`src/sv/bbn_pkg.sv`:
```
package bbn_pkg;

  // Coordinate width default and fixed field widths
  localparam int COORD_WIDTH_DEF = 32;
  localparam int IN_W            = 32;
  localparam int OUT_W           = 18;
  localparam int QUOT_W          = 18;
  localparam int NUM_AXES        = 3;
  localparam int AXIS_W          = 2;
  localparam int PC_W            = 4;
  localparam int CNT_W           = $clog2(QUOT_W);

  localparam logic [AXIS_W-1:0] AXIS_LAST = AXIS_W'(NUM_AXES - 1);
  localparam logic [CNT_W-1:0]  DIV_LAST  = CNT_W'(QUOT_W - 1);

  // Saturation limits of signed Q1.16
  localparam logic [QUOT_W-1:0] OUT_MAX_POS = 18'd131071;
  localparam logic [QUOT_W-1:0] OUT_MIN_MAG = 18'd131072;

  // Function selector codes
  localparam logic [1:0] FUNC_CLEAR   = 2'd0;
  localparam logic [1:0] FUNC_MEASURE = 2'd1;
  localparam logic [1:0] FUNC_NORM    = 2'd2;

  typedef enum logic [3:0] {
    OP_NOP,
    OP_ACCEPT,
    OP_EXT,
    OP_MAX,
    OP_CHKDEG,
    OP_CENTRE,
    OP_DIFF,
    OP_MAG,
    OP_SAT,
    OP_DIV,
    OP_STORE,
    OP_EMIT
  } op_e;

  typedef enum logic [2:0] {
    C_NEVER,
    C_ALWAYS,
    C_NO_START,
    C_DEGEN,
    C_CNT_NZ,
    C_MORE_AXES,
    C_OUT_BUSY
  } cond_e;

  typedef struct packed {
    op_e             op;
    cond_e           cond;
    logic [PC_W-1:0] target;
    logic            load_cnt;
  } uword_t;

  // Control from the sequencer to the datapath
  typedef struct packed {
    op_e               op;
    logic [AXIS_W-1:0] axis;
  } ctrl_t;

  // Status from the datapath to the sequencer
  typedef struct packed {
    logic start;
    logic degen;
    logic out_busy;
  } stat_t;

  // Per-transfer commands to the bounds registers
  typedef struct packed {
    logic clear;
    logic measure;
  } bnd_cmd_t;

  // Program addresses
  localparam logic [PC_W-1:0] ST_IDLE   = 4'd0;
  localparam logic [PC_W-1:0] ST_EXT    = 4'd1;
  localparam logic [PC_W-1:0] ST_MAX    = 4'd2;
  localparam logic [PC_W-1:0] ST_CHKDEG = 4'd3;
  localparam logic [PC_W-1:0] ST_AXIS   = 4'd4;
  localparam logic [PC_W-1:0] ST_DIFF   = 4'd5;
  localparam logic [PC_W-1:0] ST_MAG    = 4'd6;
  localparam logic [PC_W-1:0] ST_SAT    = 4'd7;
  localparam logic [PC_W-1:0] ST_DIV    = 4'd8;
  localparam logic [PC_W-1:0] ST_STORE  = 4'd9;
  localparam logic [PC_W-1:0] ST_EMIT   = 4'd10;
  localparam logic [PC_W-1:0] ST_WRAP   = 4'd11;

  // Microcode program: untaken jump falls through to the next step
  function automatic uword_t ucode_rom(input logic [PC_W-1:0] pc);
    uword_t w;
    w = '{op: OP_NOP, cond: C_ALWAYS, target: ST_IDLE, load_cnt: 1'b0};
    unique case (pc)
      ST_IDLE:   w = '{op: OP_ACCEPT, cond: C_NO_START,  target: ST_IDLE,  load_cnt: 1'b0};
      ST_EXT:    w = '{op: OP_EXT,    cond: C_NEVER,     target: ST_IDLE,  load_cnt: 1'b0};
      ST_MAX:    w = '{op: OP_MAX,    cond: C_NEVER,     target: ST_IDLE,  load_cnt: 1'b0};
      ST_CHKDEG: w = '{op: OP_CHKDEG, cond: C_DEGEN,     target: ST_EMIT,  load_cnt: 1'b0};
      ST_AXIS:   w = '{op: OP_CENTRE, cond: C_NEVER,     target: ST_IDLE,  load_cnt: 1'b0};
      ST_DIFF:   w = '{op: OP_DIFF,   cond: C_NEVER,     target: ST_IDLE,  load_cnt: 1'b0};
      ST_MAG:    w = '{op: OP_MAG,    cond: C_NEVER,     target: ST_IDLE,  load_cnt: 1'b1};
      ST_SAT:    w = '{op: OP_SAT,    cond: C_NEVER,     target: ST_IDLE,  load_cnt: 1'b0};
      ST_DIV:    w = '{op: OP_DIV,    cond: C_CNT_NZ,    target: ST_DIV,   load_cnt: 1'b0};
      ST_STORE:  w = '{op: OP_STORE,  cond: C_MORE_AXES, target: ST_AXIS,  load_cnt: 1'b0};
      ST_EMIT:   w = '{op: OP_EMIT,   cond: C_OUT_BUSY,  target: ST_EMIT,  load_cnt: 1'b0};
      ST_WRAP:   w = '{op: OP_NOP,    cond: C_ALWAYS,    target: ST_IDLE,  load_cnt: 1'b0};
      default:   w = '{op: OP_NOP,    cond: C_ALWAYS,    target: ST_IDLE,  load_cnt: 1'b0};
    endcase
    return w;
  endfunction

endpackage

```
`src/sv/bbn_seq.sv`:
```
module bbn_seq
  import bbn_pkg::*;
(
  input  logic  clk_i,
  input  logic  rst_ni,
  input  stat_t stat_i,
  output ctrl_t ctrl_o
);

  logic [PC_W-1:0]   pc_q, pc_d;
  logic [CNT_W-1:0]  cnt_q, cnt_d;
  logic [AXIS_W-1:0] axis_q, axis_d;
  uword_t            uw;
  logic              take;

  assign uw = ucode_rom(pc_q);

  // Jump condition
  always_comb begin
    unique case (uw.cond)
      C_NEVER:     take = 1'b0;
      C_ALWAYS:    take = 1'b1;
      C_NO_START:  take = !stat_i.start;
      C_DEGEN:     take = stat_i.degen;
      C_CNT_NZ:    take = (cnt_q != '0);
      C_MORE_AXES: take = (axis_q != AXIS_LAST);
      C_OUT_BUSY:  take = stat_i.out_busy;
      default:     take = 1'b0;
    endcase
  end

  // Step counter, loop counter, axis counter
  always_comb begin
    pc_d   = take ? uw.target : pc_q + PC_W'(1);
    cnt_d  = cnt_q;
    axis_d = axis_q;
    if (uw.load_cnt) begin
      cnt_d = DIV_LAST;
    end else if (uw.op == OP_DIV) begin
      cnt_d = cnt_q - CNT_W'(1);
    end
    if (uw.op == OP_CHKDEG) begin
      axis_d = '0;
    end else if (uw.op == OP_STORE) begin
      axis_d = axis_q + AXIS_W'(1);
    end
  end

  always_ff @(posedge clk_i or negedge rst_ni) begin
    if (!rst_ni) begin
      pc_q   <= ST_IDLE;
      cnt_q  <= '0;
      axis_q <= '0;
    end else begin
      pc_q   <= pc_d;
      cnt_q  <= cnt_d;
      axis_q <= axis_d;
    end
  end

  assign ctrl_o = '{op: uw.op, axis: axis_q};

endmodule

```
`src/sv/bbn_bounds.sv`:
```
module bbn_bounds
  import bbn_pkg::*;
#(
  parameter int COORD_WIDTH = COORD_WIDTH_DEF
) (
  input  logic                    clk_i,
  input  logic                    rst_ni,
  input  bnd_cmd_t                cmd_i,
  input  ctrl_t                   ctrl_i,
  input  logic signed [COORD_WIDTH-1:0] coord_i [NUM_AXES],
  output logic signed [COORD_WIDTH-1:0] low_sel_o,
  output logic signed [COORD_WIDTH:0]   ext_sel_o,
  output logic signed [COORD_WIDTH:0]   ext_max_o
);

  localparam int CW = COORD_WIDTH;
  localparam int EW = COORD_WIDTH + 1;
  localparam logic signed [CW-1:0] MOST_POS = {1'b0, {(CW-1){1'b1}}};
  localparam logic signed [CW-1:0] MOST_NEG = {1'b1, {(CW-1){1'b0}}};

  logic signed [CW-1:0] low_q  [NUM_AXES];
  logic signed [CW-1:0] high_q [NUM_AXES];
  logic signed [EW-1:0] ext_q  [NUM_AXES];
  logic signed [EW-1:0] max_q, max_d;

  // Running per-axis bounds
  always_ff @(posedge clk_i or negedge rst_ni) begin
    if (!rst_ni) begin
      for (int a = 0; a < NUM_AXES; a++) begin
        low_q[a]  <= MOST_POS;
        high_q[a] <= MOST_NEG;
      end
    end else if (cmd_i.clear) begin
      for (int a = 0; a < NUM_AXES; a++) begin
        low_q[a]  <= MOST_POS;
        high_q[a] <= MOST_NEG;
      end
    end else if (cmd_i.measure) begin
      for (int a = 0; a < NUM_AXES; a++) begin
        if (coord_i[a] < low_q[a])  low_q[a]  <= coord_i[a];
        if (coord_i[a] > high_q[a]) high_q[a] <= coord_i[a];
      end
    end
  end

  // Largest extent of the three axes
  always_comb begin
    max_d = ext_q[0];
    if (ext_q[1] > max_d) max_d = ext_q[1];
    if (ext_q[2] > max_d) max_d = ext_q[2];
  end

  // Extents at the extent step and their maximum at the max step
  always_ff @(posedge clk_i) begin
    if (ctrl_i.op == OP_EXT) begin
      for (int a = 0; a < NUM_AXES; a++) begin
        ext_q[a] <= EW'(high_q[a]) - EW'(low_q[a]);
      end
    end
    if (ctrl_i.op == OP_MAX) begin
      max_q <= max_d;
    end
  end

  assign low_sel_o = low_q[ctrl_i.axis];
  assign ext_sel_o = ext_q[ctrl_i.axis];
  assign ext_max_o = max_q;

endmodule

```
`src/sv/bbn_div.sv`:
```
module bbn_div
  import bbn_pkg::*;
#(
  parameter int COORD_WIDTH = COORD_WIDTH_DEF
) (
  input  logic                          clk_i,
  input  ctrl_t                         ctrl_i,
  input  logic signed [COORD_WIDTH:0]   diff_i,
  input  logic signed [COORD_WIDTH:0]   divisor_i,
  output logic        [OUT_W-1:0]       result_o
);

  localparam int EW = COORD_WIDTH + 1;
  localparam int RW = COORD_WIDTH + 2;

  logic [RW-1:0]     rem_q;
  logic [QUOT_W-1:0] quot_q;
  logic              neg_q;
  logic              sat_q;

  logic [RW-1:0]     div_u, div2_u, rem_sub, rem_keep;
  logic [EW-1:0]     mag;
  logic              ge;
  logic [QUOT_W-1:0] q_lim;

  // Divisor is positive whenever the divider runs
  assign div_u  = {1'b0, divisor_i};
  assign div2_u = {divisor_i, 1'b0};
  assign mag    = diff_i[EW-1] ? EW'(-diff_i) : EW'(diff_i);

  // One restoring step: trial subtract, keep, shift
  assign ge       = (rem_q >= div_u);
  assign rem_sub  = rem_q - div_u;
  assign rem_keep = ge ? rem_sub : rem_q;

  always_ff @(posedge clk_i) begin
    unique case (ctrl_i.op)
      OP_MAG: begin
        neg_q <= diff_i[EW-1];
        rem_q <= {1'b0, mag};
      end
      OP_SAT: begin
        sat_q  <= (rem_q >= div2_u);
        quot_q <= '0;
      end
      OP_DIV: begin
        rem_q  <= {rem_keep[RW-2:0], 1'b0};
        quot_q <= {quot_q[QUOT_W-2:0], ge};
      end
      default: begin
      end
    endcase
  end

  // Saturate to Q1.16 and apply the sign
  always_comb begin
    if (neg_q) begin
      q_lim    = (sat_q || (quot_q > OUT_MIN_MAG)) ? OUT_MIN_MAG : quot_q;
      result_o = OUT_W'(-q_lim);
    end else begin
      q_lim    = (sat_q || (quot_q > OUT_MAX_POS)) ? OUT_MAX_POS : quot_q;
      result_o = OUT_W'(q_lim);
    end
  end

endmodule

```
`src/sv/bounding_box_unit_normalizer_unit.sv`:
```
// Bounding-box unit-cube normalizer.
// Input channel (in_valid_i / in_stall_o) carries func_i and a Q16.16 vertex.
// func 0 clears the running bounds and func 1 folds the vertex into them;
// both finish in the transfer cycle and give no result. func 3 is ignored.
// func 2 normalizes the vertex against the bounds and gives one result on the
// output channel (out_valid_o / out_stall_i): three Q1.16 values, saturated,
// and a degenerate flag that forces them to zero when the largest extent is
// not positive.
// A normalize that is degenerate skips the per-axis work and goes straight
// to emit; otherwise the shared restoring divider runs one step per quotient
// bit for each axis under the microcode sequencer. The input is stalled
// meanwhile and until a wrap step after the emit.
// Clear and measure items are taken one per cycle while no normalize runs.
// Reset sets every low bound to the most positive and every high bound to
// the most negative coordinate and empties the output register.
// A stalled result holds; the sequencer waits at the emit step until the
// output register is free, while earlier results are not disturbed.
module bounding_box_unit_normalizer_unit
  import bbn_pkg::*;
#(
  parameter int COORD_WIDTH = COORD_WIDTH_DEF
) (
  input  logic                    clk_i,
  input  logic                    rst_ni,
  input  logic                    in_valid_i,
  output logic                    in_stall_o,
  input  logic [1:0]              func_i,
  input  logic signed [IN_W-1:0]  x_coord_i,
  input  logic signed [IN_W-1:0]  y_coord_i,
  input  logic signed [IN_W-1:0]  z_coord_i,
  output logic                    out_valid_o,
  input  logic                    out_stall_i,
  output logic signed [OUT_W-1:0] norm_x_o,
  output logic signed [OUT_W-1:0] norm_y_o,
  output logic signed [OUT_W-1:0] norm_z_o,
  output logic                    degenerate_o
);

  localparam int CW = COORD_WIDTH;
  localparam int EW = COORD_WIDTH + 1;

  ctrl_t    ctrl;
  stat_t    stat;
  bnd_cmd_t bcmd;
  logic     in_xfer;
  logic     out_busy;

  logic [CW+IN_W-1:0]   x_wide, y_wide, z_wide;
  logic signed [CW-1:0] coord [NUM_AXES];
  logic signed [CW-1:0] vtx_q [NUM_AXES];

  logic signed [CW-1:0] low_sel;
  logic signed [EW-1:0] ext_sel, ext_max;
  logic signed [EW-1:0] centre_q, diff_q;
  logic [OUT_W-1:0]     div_res;
  logic [OUT_W-1:0]     norm_q [NUM_AXES];
  logic                 degen_q;
  logic                 out_valid_q, out_valid_d;
  logic [OUT_W-1:0]     out_x_q, out_y_q, out_z_q;
  logic                 out_deg_q;

  // Take the low COORD_WIDTH bits of each field as a signed coordinate
  assign x_wide   = {{CW{1'b0}}, x_coord_i};
  assign y_wide   = {{CW{1'b0}}, y_coord_i};
  assign z_wide   = {{CW{1'b0}}, z_coord_i};
  assign coord[0] = x_wide[CW-1:0];
  assign coord[1] = y_wide[CW-1:0];
  assign coord[2] = z_wide[CW-1:0];

  // Input handshake
  assign in_stall_o = (ctrl.op != OP_ACCEPT);
  assign in_xfer    = in_valid_i && !in_stall_o;
  assign bcmd       = '{clear:   in_xfer && (func_i == FUNC_CLEAR),
                        measure: in_xfer && (func_i == FUNC_MEASURE)};

  assign out_busy = out_valid_q && out_stall_i;
  assign stat     = '{start:    in_valid_i && (func_i == FUNC_NORM),
                      degen:    (ext_max <= EW'(0)),
                      out_busy: out_busy};

  bbn_seq u_seq (
    .clk_i  (clk_i),
    .rst_ni (rst_ni),
    .stat_i (stat),
    .ctrl_o (ctrl)
  );

  bbn_bounds #(
    .COORD_WIDTH (COORD_WIDTH)
  ) u_bounds (
    .clk_i     (clk_i),
    .rst_ni    (rst_ni),
    .cmd_i     (bcmd),
    .ctrl_i    (ctrl),
    .coord_i   (coord),
    .low_sel_o (low_sel),
    .ext_sel_o (ext_sel),
    .ext_max_o (ext_max)
  );

  bbn_div #(
    .COORD_WIDTH (COORD_WIDTH)
  ) u_div (
    .clk_i     (clk_i),
    .ctrl_i    (ctrl),
    .diff_i    (diff_q),
    .divisor_i (ext_max),
    .result_o  (div_res)
  );

  // Vertex capture, centre, difference and per-axis results
  always_ff @(posedge clk_i) begin
    if (in_xfer && (func_i == FUNC_NORM)) begin
      for (int a = 0; a < NUM_AXES; a++) begin
        vtx_q[a] <= coord[a];
      end
    end
    unique case (ctrl.op)
      OP_CHKDEG: degen_q <= stat.degen;
      OP_CENTRE: begin
        if (ext_sel < 0) begin
          centre_q <= EW'(low_sel);
        end else begin
          centre_q <= EW'(low_sel) + (ext_sel >>> 1);
        end
      end
      OP_DIFF:   diff_q <= EW'(vtx_q[ctrl.axis]) - centre_q;
      OP_STORE:  norm_q[ctrl.axis] <= div_res;
      default: begin
      end
    endcase
  end

  // Output register
  always_comb begin
    out_valid_d = out_valid_q;
    if ((ctrl.op == OP_EMIT) && !out_busy) begin
      out_valid_d = 1'b1;
    end else if (out_valid_q && !out_stall_i) begin
      out_valid_d = 1'b0;
    end
  end

  always_ff @(posedge clk_i or negedge rst_ni) begin
    if (!rst_ni) begin
      out_valid_q <= 1'b0;
    end else begin
      out_valid_q <= out_valid_d;
    end
  end

  always_ff @(posedge clk_i) begin
    if ((ctrl.op == OP_EMIT) && !out_busy) begin
      out_x_q   <= degen_q ? '0 : norm_q[0];
      out_y_q   <= degen_q ? '0 : norm_q[1];
      out_z_q   <= degen_q ? '0 : norm_q[2];
      out_deg_q <= degen_q;
    end
  end

  assign out_valid_o  = out_valid_q;
  assign norm_x_o     = out_x_q;
  assign norm_y_o     = out_y_q;
  assign norm_z_o     = out_z_q;
  assign degenerate_o = out_deg_q;

  // A degenerate result carries zero coordinates
  assert property (@(posedge clk_i) disable iff (!rst_ni)
    out_valid_o && degenerate_o |-> (norm_x_o == '0) && (norm_y_o == '0) && (norm_z_o == '0))
    else $error("degenerate result with nonzero coordinates");

  // A normalize transfer blocks the input on the next cycle
  assert property (@(posedge clk_i) disable iff (!rst_ni)
    in_valid_i && !in_stall_o && (func_i == FUNC_NORM) |=> in_stall_o)
    else $error("input not stalled after normalize transfer");

  // A new result appears only from the emit step
  assert property (@(posedge clk_i) disable iff (!rst_ni)
    $rose(out_valid_o) |-> $past(ctrl.op == OP_EMIT))
    else $error("result raised outside the emit step");

endmodule
```
`config.mk`:
```
export PLATFORM = sky130hd
export DESIGN_NAME = bounding_box_unit_normalizer_unit
export DESIGN_NICKNAME = d
export VERILOG_FILES = /design/src/sv/bbn_pkg.sv /design/src/sv/bbn_seq.sv /design/src/sv/bbn_bounds.sv /design/src/sv/bbn_div.sv /design/src/sv/bounding_box_unit_normalizer_unit.sv
export SDC_FILE = /design/constraint.sdc
export NUM_CORES = 2
export LEC_CHECK = 0
export BUFFER_PORTS_ARGS = -buffer_cell sky130_fd_sc_hd__buf_2
export CAP_MARGIN = 20
export CORE_UTILIZATION = 35
export CTS_CLUSTER_SIZE = 40
export DETAILED_ROUTE_END_ITERATION = 8
export HOLD_SLACK_MARGIN = 0.12
export PLACE_DENSITY = 0.55
export SETUP_SLACK_MARGIN = 0.05
export SYNTH_ARGS = -nofsm -noshare
export SYNTH_HDL_FRONTEND = slang
export SYNTH_HIERARCHICAL = 1
export SYNTH_SLANG_ARGS = --single-unit
```
`constraint.sdc`:
```
create_clock -name clk_i -period 17.8 [get_ports clk_i]
set_input_delay 1.78 -clock clk_i [delete_from_list [all_inputs] [get_ports clk_i]]
set_output_delay 1.78 -clock clk_i [all_outputs]
set_load 0.005 [all_outputs]
```
Yosys cells after proc, flatten, opt, wreduce, memory -nomap -nowiden
Memory sizes are Yosys's and may differ from the RTL's. A register that Yosys moved wholly into a read port is not among the register bits.
Cells that the tools add are included.
{ "op_classes": {"add_sub_neg": 11, "magnitude_cmp": 15, "n_eq_ne": 20, "mux": 37, "n_bitwise": 1, "n_reduce_logical": 34} }
{ "ops": {"columns": ["operator", "n"], "rows": [
  ["96-bit 2-to-1 mux", 4],
  ["32-bit 2-to-1 mux", 8],
  ["33-bit 2-to-1 mux", 5],
  ["32-bit by 32-bit subtractor with 33-bit output", 3],
  ["32-bit > comparator", 3],
  ["32-bit less-than comparator", 3],
  ["34-bit case mux with 2 select lines", 1],
  ["33-bit > comparator", 2],
  ["32-bit binary-select mux with 2-bit select", 1],
  ["18-bit 2-to-1 mux", 3],
  ["18-bit case mux with 2 select lines", 1],
  ["34-bit by 33-bit >= comparator with 1-bit output", 1],
  ["34-bit >= comparator", 1],
  ["32-bit by 32-bit adder with 33-bit output", 1],
  ["33-bit by 1-bit less-or-equal comparator with 1-bit output, second input constant", 1],
  ["33-bit by 1-bit less-than comparator with 1-bit output, second input constant", 1],
  ["33-bit negator", 1],
  ["32-bit by 33-bit subtractor with 33-bit output", 1],
  ["33-bit subtractor", 1],
  ["2-bit nonzero test", 12],
  ["18-bit by 17-bit > comparator with 1-bit output, second input constant", 1],
  ["18-bit > comparator, second input constant", 1],
  ["18-bit negator", 1],
  ["4-bit by 3-bit equality test with 1-bit output, second input constant", 4],
  ["other kinds (25)", 57]
]} }
{ "word_totals": {"regBits": 359, "ramBits": 249, "romBits": 176, "input_bits": 102, "out_inout_bits": 57, "wordCells": 141, "mem_count": 4} }
{ "mem_list": {"columns": ["memory", "depth", "width", "rd", "rd_ports_with_merged_regs", "write_ports", "line_no", "rtl"], "rows": [
  ["(no name shown)", 16, 11, 1, 0, 0, "bbn_pkg.sv:94", "unique case (pc)"],
  ["u_bounds.ext_q", 3, 33, 4, 0, 3, "bbn_bounds.sv:23", "logic signed [EW-1:0] ext_q [NUM_AXES];"],
  ["vtx_q", 3, 32, 1, 0, 3, "bounding_box_unit_normalizer_unit.sv:50", "logic signed [CW-1:0] vtx_q [NUM_AXES];"],
  ["norm_q", 3, 18, 3, 3, 1, "bounding_box_unit_normalizer_unit.sv:56", "logic [OUT_W-1:0] norm_q [NUM_AXES];"]
]} }

Longest topological paths before layout
An unclocked memory read counts as a cell.
{ "logic_depth": {"depth_word": 7, "mapped_depth": 23, "ltp_nobuf": 20} }

Hierarchy
Netlist, hierarchy kept.
{ "by_module_without_submodules": {"columns": ["module", "n_inst", "cells_each", "area_each_um2", "seq_area_each_um2"], "rows": [
  ["bbn_bounds", 1, 2721, 25600.8, 8888.5],
  ["bounding_box_unit_normalizer_unit", 1, 1114, 13510.5, 8192.9],
  ["bbn_div", 1, 799, 6386.1, 1621.6],
  ["bbn_seq", 1, 97, 909.6, 275.3]
]} }

Least setup slack after synthesis
Ideal clock, no wire load.
{ "synth_path": {"path_type": "flip-flop to flip-flop", "start": "reg u_seq.pc_q[0]", "end": "mem u_bounds/ext_q[0][0] in the netlist's numbering, enable pin", "arrival_ps": 11465, "t_required_ps": 16966, "path_slack_ps": 5501, "path_stages_with_launch": 6, "synth_period_minus_slack_ps": 12299, "path_cell_list": "dfrtp_1 inv_1 ha_1 o31ai_2 inv_1 nor4b_1"} }
{ "synth_lines": {"columns": ["item", "line_no", "rtl"], "rows": [
  ["from (decl)", "bbn_seq.sv:10", "logic [PC_W-1:0] pc_q, pc_d;"],
  ["from (signal assigned)", "bbn_seq.sv:55", "pc_q <= pc_d;"],
  ["to (decl)", "bbn_bounds.sv:23", null]
]} }

==> metrics.md <==
| Metric | Value |
|---|---|
| Status | complete, no violations |
| Gpl congestion | 0.874 |
| Area of the multi-input gates | 0.0253 mm^2 |
| Top Ports | 159 |
| Worst slew pin tran | 1150 ps |
| Starting Density | 0.353 |
| Root Driver | clkbuf_16 |
| Total nets after synthesis | 5329 |
| Hold depth | 2 |
| Synthesized instance count | 4728 |
| FF-to-FF setup slack | 11770 ps |
| Die Ht | 366 um |
| PwrDens | 203 mW/mm^2 |
| Number of synthesis warnings | 6 |
| 1st-pass router iterations | 6 |
| Met2 usage | 0.325 |
| Antenna Violating Nets Remaining | 0 |
| Synthesis-to-finish area growth | 11.9% |
| Buffers on Ports | 158 |
| Core Area | 0.131 mm^2 |
| CP Class | reg2reg |
| Largest net degree at the start of global routing | 116 |
| Setup crit end kind | flip-flop |
| Layout cell share with drive strength beyond 1 | 0.101 |
| CP Launch Type | flip-flop |
| Met1 Resource Use GR | 0.261 |
| WP data required | 18220 ps |
| Grt peak-use layer | met2 |
| RSZ-0062 raised after global routing | false |
| Leakage | 23.2 nW |
| Worst EP arrival | 6460 ps |
| DR vias | 34900 |
| DIE AREA | 0.134 mm^2 |
| Max_cap viols | 0 |
| Clock slew at reported path FFs | 60 ps |
| Worst hold path startpoint | u_bounds/low_q[61] |
| Die width | 366 um |
| Residual DRC | 0 |
| Number of global-route vias before repair | 34600 |
| Global route total overflow | 0 |
| Clk_lat worst skew | 700 ps |
| Setup TNS | 0 ps |
| VDD IR max | 0.205 mV |
| Fill cell total of the finished layout | 13100 |
| Fmax | 166 MHz |
| Critical Path Fanout Max | 33 |
| Setup Fix Bufs, Post-CTS | 0 |
| Min-Delay Path Class | reg2reg |
| Routed len/inst | 19.9 um |
| First-pass GRT wire length | 203 mm |
| Slew Limit Fails | 0 |
| Worst r2r src | u_bounds/ext_q[1][16] |
| Final hold vios | 0 |
| Fin util | 0.395 |
| Setup ws final | 11770 ps |
| Skew final | 64.6 ps |
| DP Worst Slack | 11750 ps |
| Met3 Use GR | 0.0235 |
| Vias per inst | 5.25 |
| Final #Nets | 5438 |
| Num CTS Buffers | 82 |
| Setup-failing EPs final | 0 |
| Initial antenna violation count | 4 |
| Dpl hpwl | 103 mm |
| Initial DRC Count | 2300 |
| Synth Area per Inst | 9.81 um^2 |
| R2R depth | 21 |
| Mapped Area | 0.0464 mm^2 |
| H-tree depth | 3 |
| Detailed Route WL | 133 mm |
| Worst Hold Endpoint | u_bounds/low_q[61] |
| Max_slew headroom | 0.226 |
| Final period util | 0.339 |
| R2R Path End | u_bounds/ext_max_o[0] |
| CTS tree | built |
| Max Buffers Root-to-Sink | 3 |
| Hold buffers post-CTS | 0 |
| # rows | 133 |
| CTS resizes | 0 |
| CTS sink count | 662 |
| GRT Overall Usage | 0.194 |
| Sequential standard cell area | 0.0190 mm^2 |
| Tmin final | 6030 ps |
==> state kept, by name, summed over array words and instances, names as in the netlist, 2 cells and up <==
register            flops
u_bounds/low_q         96
diff_q                 33
norm_y_o               18
norm_q                 54
centre_q               33
u_bounds/high_q        96
u_div/quot_q           18
u_seq/axis_q            2
u_bounds/ext_q         99
norm_x_o               18
u_div/rem_q            34
u_seq/pc_q              4
u_seq/cnt_q             5
u_bounds/ext_max_o     33
vtx_q                  96
norm_z_o               18
==> layout make-up <==
class,count,area share
multi-input cells,3491,0.487
flip-flops and latches,662,0.366
clock buffers,109,0.0431
well taps,1755,0.0423
inverters,404,0.0292
repair buffers,196,0.0213
clock inverters,43,0.0109
diodes,3,0.000145
==> how the worst max path moves through the flow <==
stage | endpoint | cells past startpoint | slack [ps] | startpoint
after global placement | u_bounds/ext_max_o[0] | 21 | 11750 | u_bounds/ext_q[1][1]
final | u_bounds/ext_max_o[0] | 21 | 11770 | u_bounds/ext_q[1][16]
after detailed placement | u_bounds/ext_max_o[0] | 21 | 11750 | u_bounds/ext_q[1][16]
after global routing | u_bounds/ext_max_o[0] | 21 | 11430 | u_bounds/ext_q[1][14]
after floorplan | u_bounds/ext_q[0][0] | 5 | 5500 | u_seq/pc_q[0]
after CTS | u_bounds/ext_max_o[0] | 21 | 11710 | u_bounds/ext_q[1][16]
==> through the flow <==
step | hold WS [ps] | cell area [um^2] | instances | total power [W]
floorplan | 496 | 46400 | 4728 | 0.00712
global placement | 504 | 49100 | 6507 | 0.00867
detailed placement | 515 | 49100 | 6507 | 0.00875
CTS | 525 | 51900 | 6659 | 0.0105
global route | 545 | 51900 | 6661 | 0.0113
finish | 523 | 51900 | 6663 | 0.0105
==> routing by layer <==
layer,part of all wire,vias to the layer above
li1,-,17300
met2,0.47,659
met4,0.027,0
met1,0.47,16900
met3,0.035,179
met5,0,-
==> where the power goes <==
part	internal [W]	switching [W]	total, W
combinational	0.00231	0.00362	0.00592
clock	0.00104	0.000704	0.00174
sequential	0.00246	0.000403	0.00286
total	0.00580	0.00472	0.0105
==> layout by cell type, fill, tap and decap left out, types with 58 or more instances in the layout <==
master,count
dfstp_2,96
xnor2_1,114
inv_1,404
nand4_1,91
nand2b_1,106
a21oi_1,265
ha_1,493
dfrtp_1,106
nand2_1,316
buf_2,157
o21ai_0,269
nor2b_1,100
clkbuf_16,84
xor2_1,68
edfxtp_1,458
a21o_1,178
mux2i_1,368
nor2_1,463
nand3_1,58
==> worst max-delay path, stage by stage, from the launching register on <==
cell and delay, ps:
edfxtp_1 420, ha_1 320, nand4_1 150, nor2_1 240, nand2_1 90, a21oi_1 260, nor3b_2 130, o31ai_2 320
mux2_2 210, buf_4 480, mux2i_1 300, ha_1 280, a21o_1 180, a21o_1 170, a211oi_1 290, o21ai_1 150
a22oi_1 260, o211ai_1 140, a2111oi_2 490, o22ai_4 120, buf_4 320, mux2_1 380
No activity file was read; power rests on OpenSTA's default activity.
